===== src/design/epmc_pkg.sv =====
`timescale 1ns / 1ps

package epmc_pkg;

  // Command codes carried in the cmd field
  localparam logic [2:0] CMD_ENC_EDGE  = 3'd0;
  localparam logic [2:0] CMD_RUN_TICK  = 3'd1;
  localparam logic [2:0] CMD_MOVE_ABS  = 3'd2;
  localparam logic [2:0] CMD_MOVE_REL  = 3'd3;
  localparam logic [2:0] CMD_GO_MIN    = 3'd4;
  localparam logic [2:0] CMD_GO_MAX    = 3'd5;
  localparam logic [2:0] CMD_RESET_POS = 3'd6;
  localparam logic [2:0] CMD_STOP      = 3'd7;

  // Configuration register indexes
  localparam logic [2:0] REG_MIN_POSITION = 3'd0;
  localparam logic [2:0] REG_MAX_POSITION = 3'd1;
  localparam logic [2:0] REG_DEADBAND     = 3'd2;
  localparam logic [2:0] REG_RUN_SPEED    = 3'd3;
  localparam logic [2:0] REG_MIN_DUTY     = 3'd4;
  localparam logic [2:0] REG_MAX_DUTY     = 3'd5;

  // Duty requested on the first drive tick after a stop, reset or settle, before the duty limits
  localparam logic [7:0] KICK_DUTY = 8'd255;

  typedef struct packed {
    logic [2:0]          cmd;
    logic                encoder_b;
    logic signed [15:0]  value;
  } in_item_t;

  typedef struct packed {
    logic [7:0]          duty_forward;
    logic [7:0]          duty_reverse;
    logic signed [15:0]  position;
    logic                at_target;
  } out_item_t;

  typedef struct packed {
    logic signed [15:0]  min_position;
    logic signed [15:0]  max_position;
    logic [14:0]         deadband;
    logic [7:0]          run_speed;
    logic [7:0]          min_duty;
    logic [7:0]          max_duty;
  } cfg_t;

endpackage


===== src/design/encoder_position_motor_controller_core.sv =====
`timescale 1ns / 1ps

// Channel  | Ports                              | Moves
// ---------+------------------------------------+-------------------------------
// input    | in_valid, in_ready, in_item        | one command per transaction
// result   | out_valid, out_ready, out_item     | one result per command
// config   | cfg_valid, cfg_ready, cfg_index,   | one register write
//          | cfg_data                           |
//
// A command is captured in the input register, evaluated against the controller
// state when it moves on, and its result is registered in the result register,
// which drives out_valid; one command per cycle is sustained while out_ready
// stays high.
// Synchronous active-low reset clears both stage valids and the controller state.
// A stalled result holds the result register; the input register still takes a
// new command whenever its contents can move on in the same cycle.
// Config writes are always taken (cfg_ready is tied high).

module encoder_position_motor_controller_core (
  input  logic                 clk,
  input  logic                 rst_n,
  input  logic                 in_valid,
  output logic                 in_ready,
  input  epmc_pkg::in_item_t   in_item,
  output logic                 out_valid,
  input  logic                 out_ready,
  output epmc_pkg::out_item_t  out_item,
  input  logic                 cfg_valid,
  output logic                 cfg_ready,
  input  logic [2:0]           cfg_index,
  input  logic [15:0]          cfg_data
);
  import epmc_pkg::*;

  logic      s1_valid_r,  s1_valid_nxt;
  in_item_t  s1_item_r;
  logic      out_valid_r, out_valid_nxt;
  out_item_t out_item_r;
  out_item_t result;
  cfg_t      cfg;
  logic      in_fire;
  logic      out_free;
  logic      s1_fire;

  assign cfg_ready = 1'b1;

  epmc_cfg_regs u_cfg_regs (
    .clk      (clk),
    .rst_n    (rst_n),
    .wr_en    (cfg_valid),
    .wr_index (cfg_index),
    .wr_data  (cfg_data),
    .cfg      (cfg)
  );

  epmc_ctrl u_ctrl (
    .clk     (clk),
    .rst_n   (rst_n),
    .item_en (s1_fire),
    .item    (s1_item_r),
    .cfg     (cfg),
    .result  (result)
  );

  // Handshake between the two stages
  assign out_free = !out_valid_r || out_ready;
  assign s1_fire  = s1_valid_r && out_free;
  assign in_ready = !s1_valid_r || out_free;
  assign in_fire  = in_valid && in_ready;

  always_comb begin
    s1_valid_nxt = in_fire ? 1'b1 : (s1_fire ? 1'b0 : s1_valid_r);
    out_valid_nxt = s1_fire ? 1'b1 : (out_ready ? 1'b0 : out_valid_r);
  end

  // Stage valids
  always_ff @(posedge clk) begin
    if (!rst_n) begin
      s1_valid_r  <= 1'b0;
      out_valid_r <= 1'b0;
    end else begin
      s1_valid_r  <= s1_valid_nxt;
      out_valid_r <= out_valid_nxt;
    end
  end

  // Payload registers
  always_ff @(posedge clk) begin
    if (in_fire) begin
      s1_item_r <= in_item;
    end
    if (s1_fire) begin
      out_item_r <= result;
    end
  end

  assign out_valid = out_valid_r;
  assign out_item  = out_item_r;

endmodule


===== src/design/epmc_cfg_regs.sv =====
`timescale 1ns / 1ps

module epmc_cfg_regs (
  input  logic              clk,
  input  logic              rst_n,
  input  logic              wr_en,
  input  logic [2:0]        wr_index,
  input  logic [15:0]       wr_data,
  output epmc_pkg::cfg_t    cfg
);
  import epmc_pkg::*;

  cfg_t cfg_r;
  cfg_t cfg_nxt;

  // Decode the register write
  always_comb begin
    cfg_nxt = cfg_r;
    if (wr_en) begin
      case (wr_index)
        REG_MIN_POSITION: cfg_nxt.min_position = wr_data;
        REG_MAX_POSITION: cfg_nxt.max_position = wr_data;
        REG_DEADBAND:     cfg_nxt.deadband     = wr_data[14:0];
        REG_RUN_SPEED:    cfg_nxt.run_speed    = wr_data[7:0];
        REG_MIN_DUTY:     cfg_nxt.min_duty     = wr_data[7:0];
        REG_MAX_DUTY:     cfg_nxt.max_duty     = wr_data[7:0];
        default:          cfg_nxt = cfg_r;
      endcase
    end
  end

  always_ff @(posedge clk) begin
    if (!rst_n) begin
      cfg_r.min_position <= 16'sh8000;
      cfg_r.max_position <= 16'sh7FFF;
      cfg_r.deadband     <= 15'd0;
      cfg_r.run_speed    <= 8'd0;
      cfg_r.min_duty     <= 8'd0;
      cfg_r.max_duty     <= 8'd255;
    end else begin
      cfg_r <= cfg_nxt;
    end
  end

  assign cfg = cfg_r;

endmodule


===== src/design/epmc_ctrl.sv =====
`timescale 1ns / 1ps

module epmc_ctrl (
  input  logic                 clk,
  input  logic                 rst_n,
  input  logic                 item_en,
  input  epmc_pkg::in_item_t   item,
  input  epmc_pkg::cfg_t       cfg,
  output epmc_pkg::out_item_t  result
);
  import epmc_pkg::*;

  logic signed [15:0] pos_r,     pos_nxt;
  logic signed [15:0] tgt_r,     tgt_nxt;
  logic               first_r,   first_nxt;
  logic [7:0]         fwd_r,     fwd_nxt;
  logic [7:0]         rev_r,     rev_nxt;
  logic               settled_r, settled_nxt;

  logic signed [16:0] rel_sum;
  logic signed [16:0] pos_err;
  logic [16:0]        mag;
  logic [7:0]         duty_raw;
  logic [7:0]         duty;
  logic               hold_still;

  // Clamp a wide target into the position limits, low limit checked first
  function automatic logic signed [15:0] clamp_pos(
    input logic signed [16:0] x,
    input logic signed [15:0] lo,
    input logic signed [15:0] hi
  );
    logic signed [16:0] lo_w;
    logic signed [16:0] hi_w;
    lo_w = 17'(lo);
    hi_w = 17'(hi);
    if (x < lo_w) begin
      return lo;
    end else if (x > hi_w) begin
      return hi;
    end else begin
      return x[15:0];
    end
  endfunction

  // Error, duty and relative target terms
  always_comb begin
    rel_sum    = 17'(pos_r) + 17'(item.value);
    pos_err    = 17'(tgt_r) - 17'(pos_r);
    mag        = pos_err[16] ? 17'(-pos_err) : 17'(pos_err);
    hold_still = (cfg.run_speed == 8'd0) || (mag <= {2'b00, cfg.deadband});
    duty_raw   = first_r ? KICK_DUTY : cfg.run_speed;
    if (duty_raw < cfg.min_duty) begin
      duty = cfg.min_duty;
    end else if (duty_raw > cfg.max_duty) begin
      duty = cfg.max_duty;
    end else begin
      duty = duty_raw;
    end
  end

  // Apply the command
  always_comb begin
    pos_nxt     = pos_r;
    tgt_nxt     = tgt_r;
    first_nxt   = first_r;
    fwd_nxt     = fwd_r;
    rev_nxt     = rev_r;
    settled_nxt = settled_r;
    case (item.cmd)
      CMD_ENC_EDGE: begin
        pos_nxt = item.encoder_b ? pos_r + 16'sd1 : pos_r - 16'sd1;
      end
      CMD_RUN_TICK: begin
        if (hold_still) begin
          fwd_nxt     = 8'd0;
          rev_nxt     = 8'd0;
          first_nxt   = 1'b1;
          settled_nxt = 1'b1;
        end else begin
          first_nxt   = 1'b0;
          settled_nxt = 1'b0;
          fwd_nxt     = pos_err[16] ? 8'd0 : duty;
          rev_nxt     = pos_err[16] ? duty : 8'd0;
        end
      end
      CMD_MOVE_ABS:  tgt_nxt = clamp_pos(17'(item.value), cfg.min_position, cfg.max_position);
      CMD_MOVE_REL:  tgt_nxt = clamp_pos(rel_sum, cfg.min_position, cfg.max_position);
      CMD_GO_MIN: begin
        tgt_nxt = clamp_pos(17'(cfg.min_position), cfg.min_position, cfg.max_position);
      end
      CMD_GO_MAX: begin
        tgt_nxt = clamp_pos(17'(cfg.max_position), cfg.min_position, cfg.max_position);
      end
      CMD_RESET_POS: pos_nxt = 16'sd0;
      default: begin
        fwd_nxt   = 8'd0;
        rev_nxt   = 8'd0;
        first_nxt = 1'b1;
      end
    endcase
  end

  // Controller state, advanced once per transaction
  always_ff @(posedge clk) begin
    if (!rst_n) begin
      pos_r     <= 16'sd0;
      tgt_r     <= 16'sd0;
      first_r   <= 1'b1;
      fwd_r     <= 8'd0;
      rev_r     <= 8'd0;
      settled_r <= 1'b1;
    end else if (item_en) begin
      pos_r     <= pos_nxt;
      tgt_r     <= tgt_nxt;
      first_r   <= first_nxt;
      fwd_r     <= fwd_nxt;
      rev_r     <= rev_nxt;
      settled_r <= settled_nxt;
    end
  end

  // Result reflects the state after this command
  always_comb begin
    result.duty_forward = fwd_nxt;
    result.duty_reverse = rev_nxt;
    result.position     = pos_nxt;
    result.at_target    = settled_nxt;
  end

endmodule


===== config.mk =====
export PLATFORM = sky130hd
export DESIGN_NAME = encoder_position_motor_controller_core
export DESIGN_NICKNAME = d
export VERILOG_FILES = /design/src/design/epmc_pkg.sv /design/src/design/encoder_position_motor_controller_core.sv /design/src/design/epmc_cfg_regs.sv /design/src/design/epmc_ctrl.sv
export SDC_FILE = /design/constraint.sdc
export NUM_CORES = 1
export LEC_CHECK = 0
export ABC_AREA = 1
export BUFFER_PORTS_ARGS = -buffer_cell sky130_fd_sc_hd__buf_2
export CORE_UTILIZATION = 25
export CTS_BUF_LIST = sky130_fd_sc_hd__clkbuf_16
export CTS_CLUSTER_DIAMETER = 100
export DETAILED_ROUTE_END_ITERATION = 8
export PLACE_DENSITY = 0.47
export SLEW_MARGIN = 0
export SYNTH_ARGS = -nofsm -noshare
export SYNTH_HDL_FRONTEND = slang
export SYNTH_SLANG_ARGS = --single-unit

===== constraint.sdc =====
create_clock -name clk -period 5.3 [get_ports clk]
set_input_delay 0.265 -clock clk [delete_from_list [all_inputs] [get_ports clk]]
set_output_delay 0.265 -clock clk [all_outputs]
set_load 0.01 [all_outputs]

==> flow_summary.yaml <==
outcome:
  outcome: "finished, final reports clean"
worst_hold_path:
  hold_depth: 3
  hold_class: "primary input to register"
timing:
  finalClockSkew_ns: 0.01574
  max_freq_ghz: 0.2233
  hold_slack_ns: 0.05461
  report.final.slew_viol_count: 0
  fin_crit_sh: 0.8450
  rsz0062_at_grt: "false"
  timing.final.ws_setup_ns: 0.8213
  slew-limit-headroom: 0.2588
  worst_slew_pin_slew_ns: 1.112
  period_minus_slack_ns: 4.479
  setup-violations-final: 0
  hold_violations: 0
  finalSetupTns_ns: 0
placed_design:
  dp_cells: 2671
  io_buffer_count: 78
  place.gp.congestion: 0.8991
  dp_slack_ns: 0.9593
  dp_hpwl_mm: 35.69
  place_area_mm2: 0.01469
synth:
  yosys_warnings: 0
  syn_area_mm2: 0.01359
  ys_seq_area_frac: 0.2983
  syn-num-nets: 2149
  syn_inst: 1945
  synth_top_area_share: 0.1812
  synth_flop_cell: "dfxtp_1"
  yosys-top-cells-area: "dfxtp_1, ha_1, nand2_1"
  postSynth.asyncResetShare: 0
  ys_ff_latch: 176
  synth_cell_types: 54
  synth_area_per_cell_um2: 6.987
  synth_area_leader_cell: "dfxtp_1"
  synth_edf_count: 53
power:
  power_mw: 4.521
  leakage_nw: 7.445
  power_density_mw_per_mm2: 293.2
  peakVddDrop_uv: 260.6
setup_path:
  r2r_cells: 20
  crit_path_start_kind: "register"
  worst-path-max-fanout: 15
  cp.required_ns: 5.70
  critPathKind: "register to register"
  arrival_ns: 4.88
  endpoint_kind: "register"
final_layout:
  instances_no_fill: 2725
  final_util: 0.2865
  final_layout_size_suffix_gt1_frac: 0.08979
  layout.nets: 2218
  stdcell_area_mm2: 0.01542
  areaGrowthSynthToFinish_pct: 13.45
  final_common_cell: "nand2_1"
  final_cell_mix: "nand2_1, inv_1, a21oi_1"
detailed_routing:
  wirelength_mm: 45.74
  vias: 12980
  post_drt_wl_per_cell_um: 16.78
  drtAntennaViolNets: 0
  avgViaCountPerCell: 4.764
  drtIter0Drc: 830
  drc: 0
  drt_first_pass_iters: 5
global_routing:
  grt_usage: 0.1655
  grt_max_degree: 90
  grt_pass1_vias: 12250
  antenna_found_initial: 2
  gr-total-overflow: 0
  grt_first_pass_wirelength_mm: 70.15
clock_tree:
  path_clk_slew_ns: 0.07
  clk_latency_ns: 0.47
  cts_sinks: 176
  post_cts_resize_count: 0
  cts-buffers-inserted: 17
  cts_tree: "yes"
  postCtsHoldBufs: 20
  cts_setup_buffers: 0
  clk_path_buf_depth: 2
  cts_root_buf: "clkbuf_16"
  h-tree-depth: 4
floorplan:
  dieArea_mm2: 0.05530
  pin_count: 80
  floorplan.initialDensity: 0.2525
  dieWidth_um: 235.2
  core-area_mm2: 0.05381
  die_h_um: 235.2
  num_rows: 85
run:
  maxCapViolations: 0
## synthesized netlist by cell type (2+ instances only)
cell and number:
nand3b_1 4, a21o_1 7, nor2_2 4, nand2_1 460
xnor2_1 7, buf_2 10, o21ai_0 162, nand3_1 98
fa_1 3, nand2_2 19, o21bai_1 5, nor2_1 146
clkinv_1 4, o21a_1 6, ha_1 157, o2111ai_1 2
o22ai_1 8, inv_1 249, nor3_1 21, nand3_2 14
nor4_1 3, xor2_2 2, clkbuf_1 47, o21ai_1 11
a21oi_1 183, nor2_4 3, xor2_1 22, edfxtp_1 53
a31oi_1 3, o31ai_1 3, o211ai_1 55, nand4_1 21
dfxtp_1 123, inv_2 10
## power by group
group / switching (mW) / total, mW / internal (mW) / leakage (nW)
combinational: 1.20 / 1.80 / 0.605 / 5.66
clock: 0.591 / 1.19 / 0.596 / 0.272
sequential: 0.0647 / 1.53 / 1.46 / 1.52
## sequential cells by signal, indices dropped and copies added (netlist names)
name and count:
out_item 33, out_valid 1, s1_item_r 20, s1_valid_r 1, u_cfg_regs.cfg 71, u_ctrl.first_r 1, u_ctrl.fwd_r 8, u_ctrl.pos_r 16
u_ctrl.rev_r 8, u_ctrl.settled_r 1, u_ctrl.tgt_r 16
## cell families after synthesis
kind of cell    Yosys count  share of synthesized area
simple gates            799                     0.2528
compound gates          453                     0.1858
buf+inv                 325                    0.09280
flops                   176                     0.2983
fa+ha+maj               160                     0.1490
xor+xnor                 31                    0.02108
other cells               1                  0.0002759
## area by class of cell
type                    count  area (um^2)
fillers                  5944        38400
multi-input cells        1444         8287
flip-flops and latches    176         4054
inverters                 263        987.2
well taps                 696        870.8
repair buffers            112        695.7
clock buffers              17        425.4
clock inverters            15        93.84
diodes                      2        5.005
## worst paths after layout
path,start,to,slack (ns)
worst max-delay path,s1_item_r[9]$_DFFE_PP_,u_ctrl.tgt_r[14]$_SDFFE_PN0P_,0.82
worst min-delay path,cfg_data[10],u_cfg_regs.cfg[49]$_SDFFE_PN1P_,0.05
worst max register to register,s1_item_r[9]$_DFFE_PP_,u_ctrl.tgt_r[14]$_SDFFE_PN0P_,0.82
worst min register to register,u_cfg_regs.cfg[31]$_SDFFE_PN0P_,u_cfg_regs.cfg[31]$_SDFFE_PN0P_,0.47
## metal layers
layer	global-route usage	part of all wire	wire, um
met2	0.2841	0.48	21910
met4	0.06479	0.028	1292
met3	0.01935	0.035	1612
met1	0.2109	0.46	20920
met5	0	0	0
## worst max-delay path, cell delays in order (launching register included)
cell and delay, ns:
edfxtp_1 0.53, ha_1 0.42, a21oi_1 0.31, o21ai_0 0.15, a221oi_1 0.37, nand3_1 0.13
nand2_1 0.20, inv_1 0.12, ha_1 0.31, nand3_1 0.11, nor3_2 0.18, o2111ai_1 0.15
nand3_1 0.15, xor2_2 0.50, buf_4 0.31, inv_1 0.12, o211ai_1 0.10, nand2_1 0.07
nand2_1 0.06, nor2_1 0.04, nor2_1 0.07
Power figures use the tool's default switching activity.
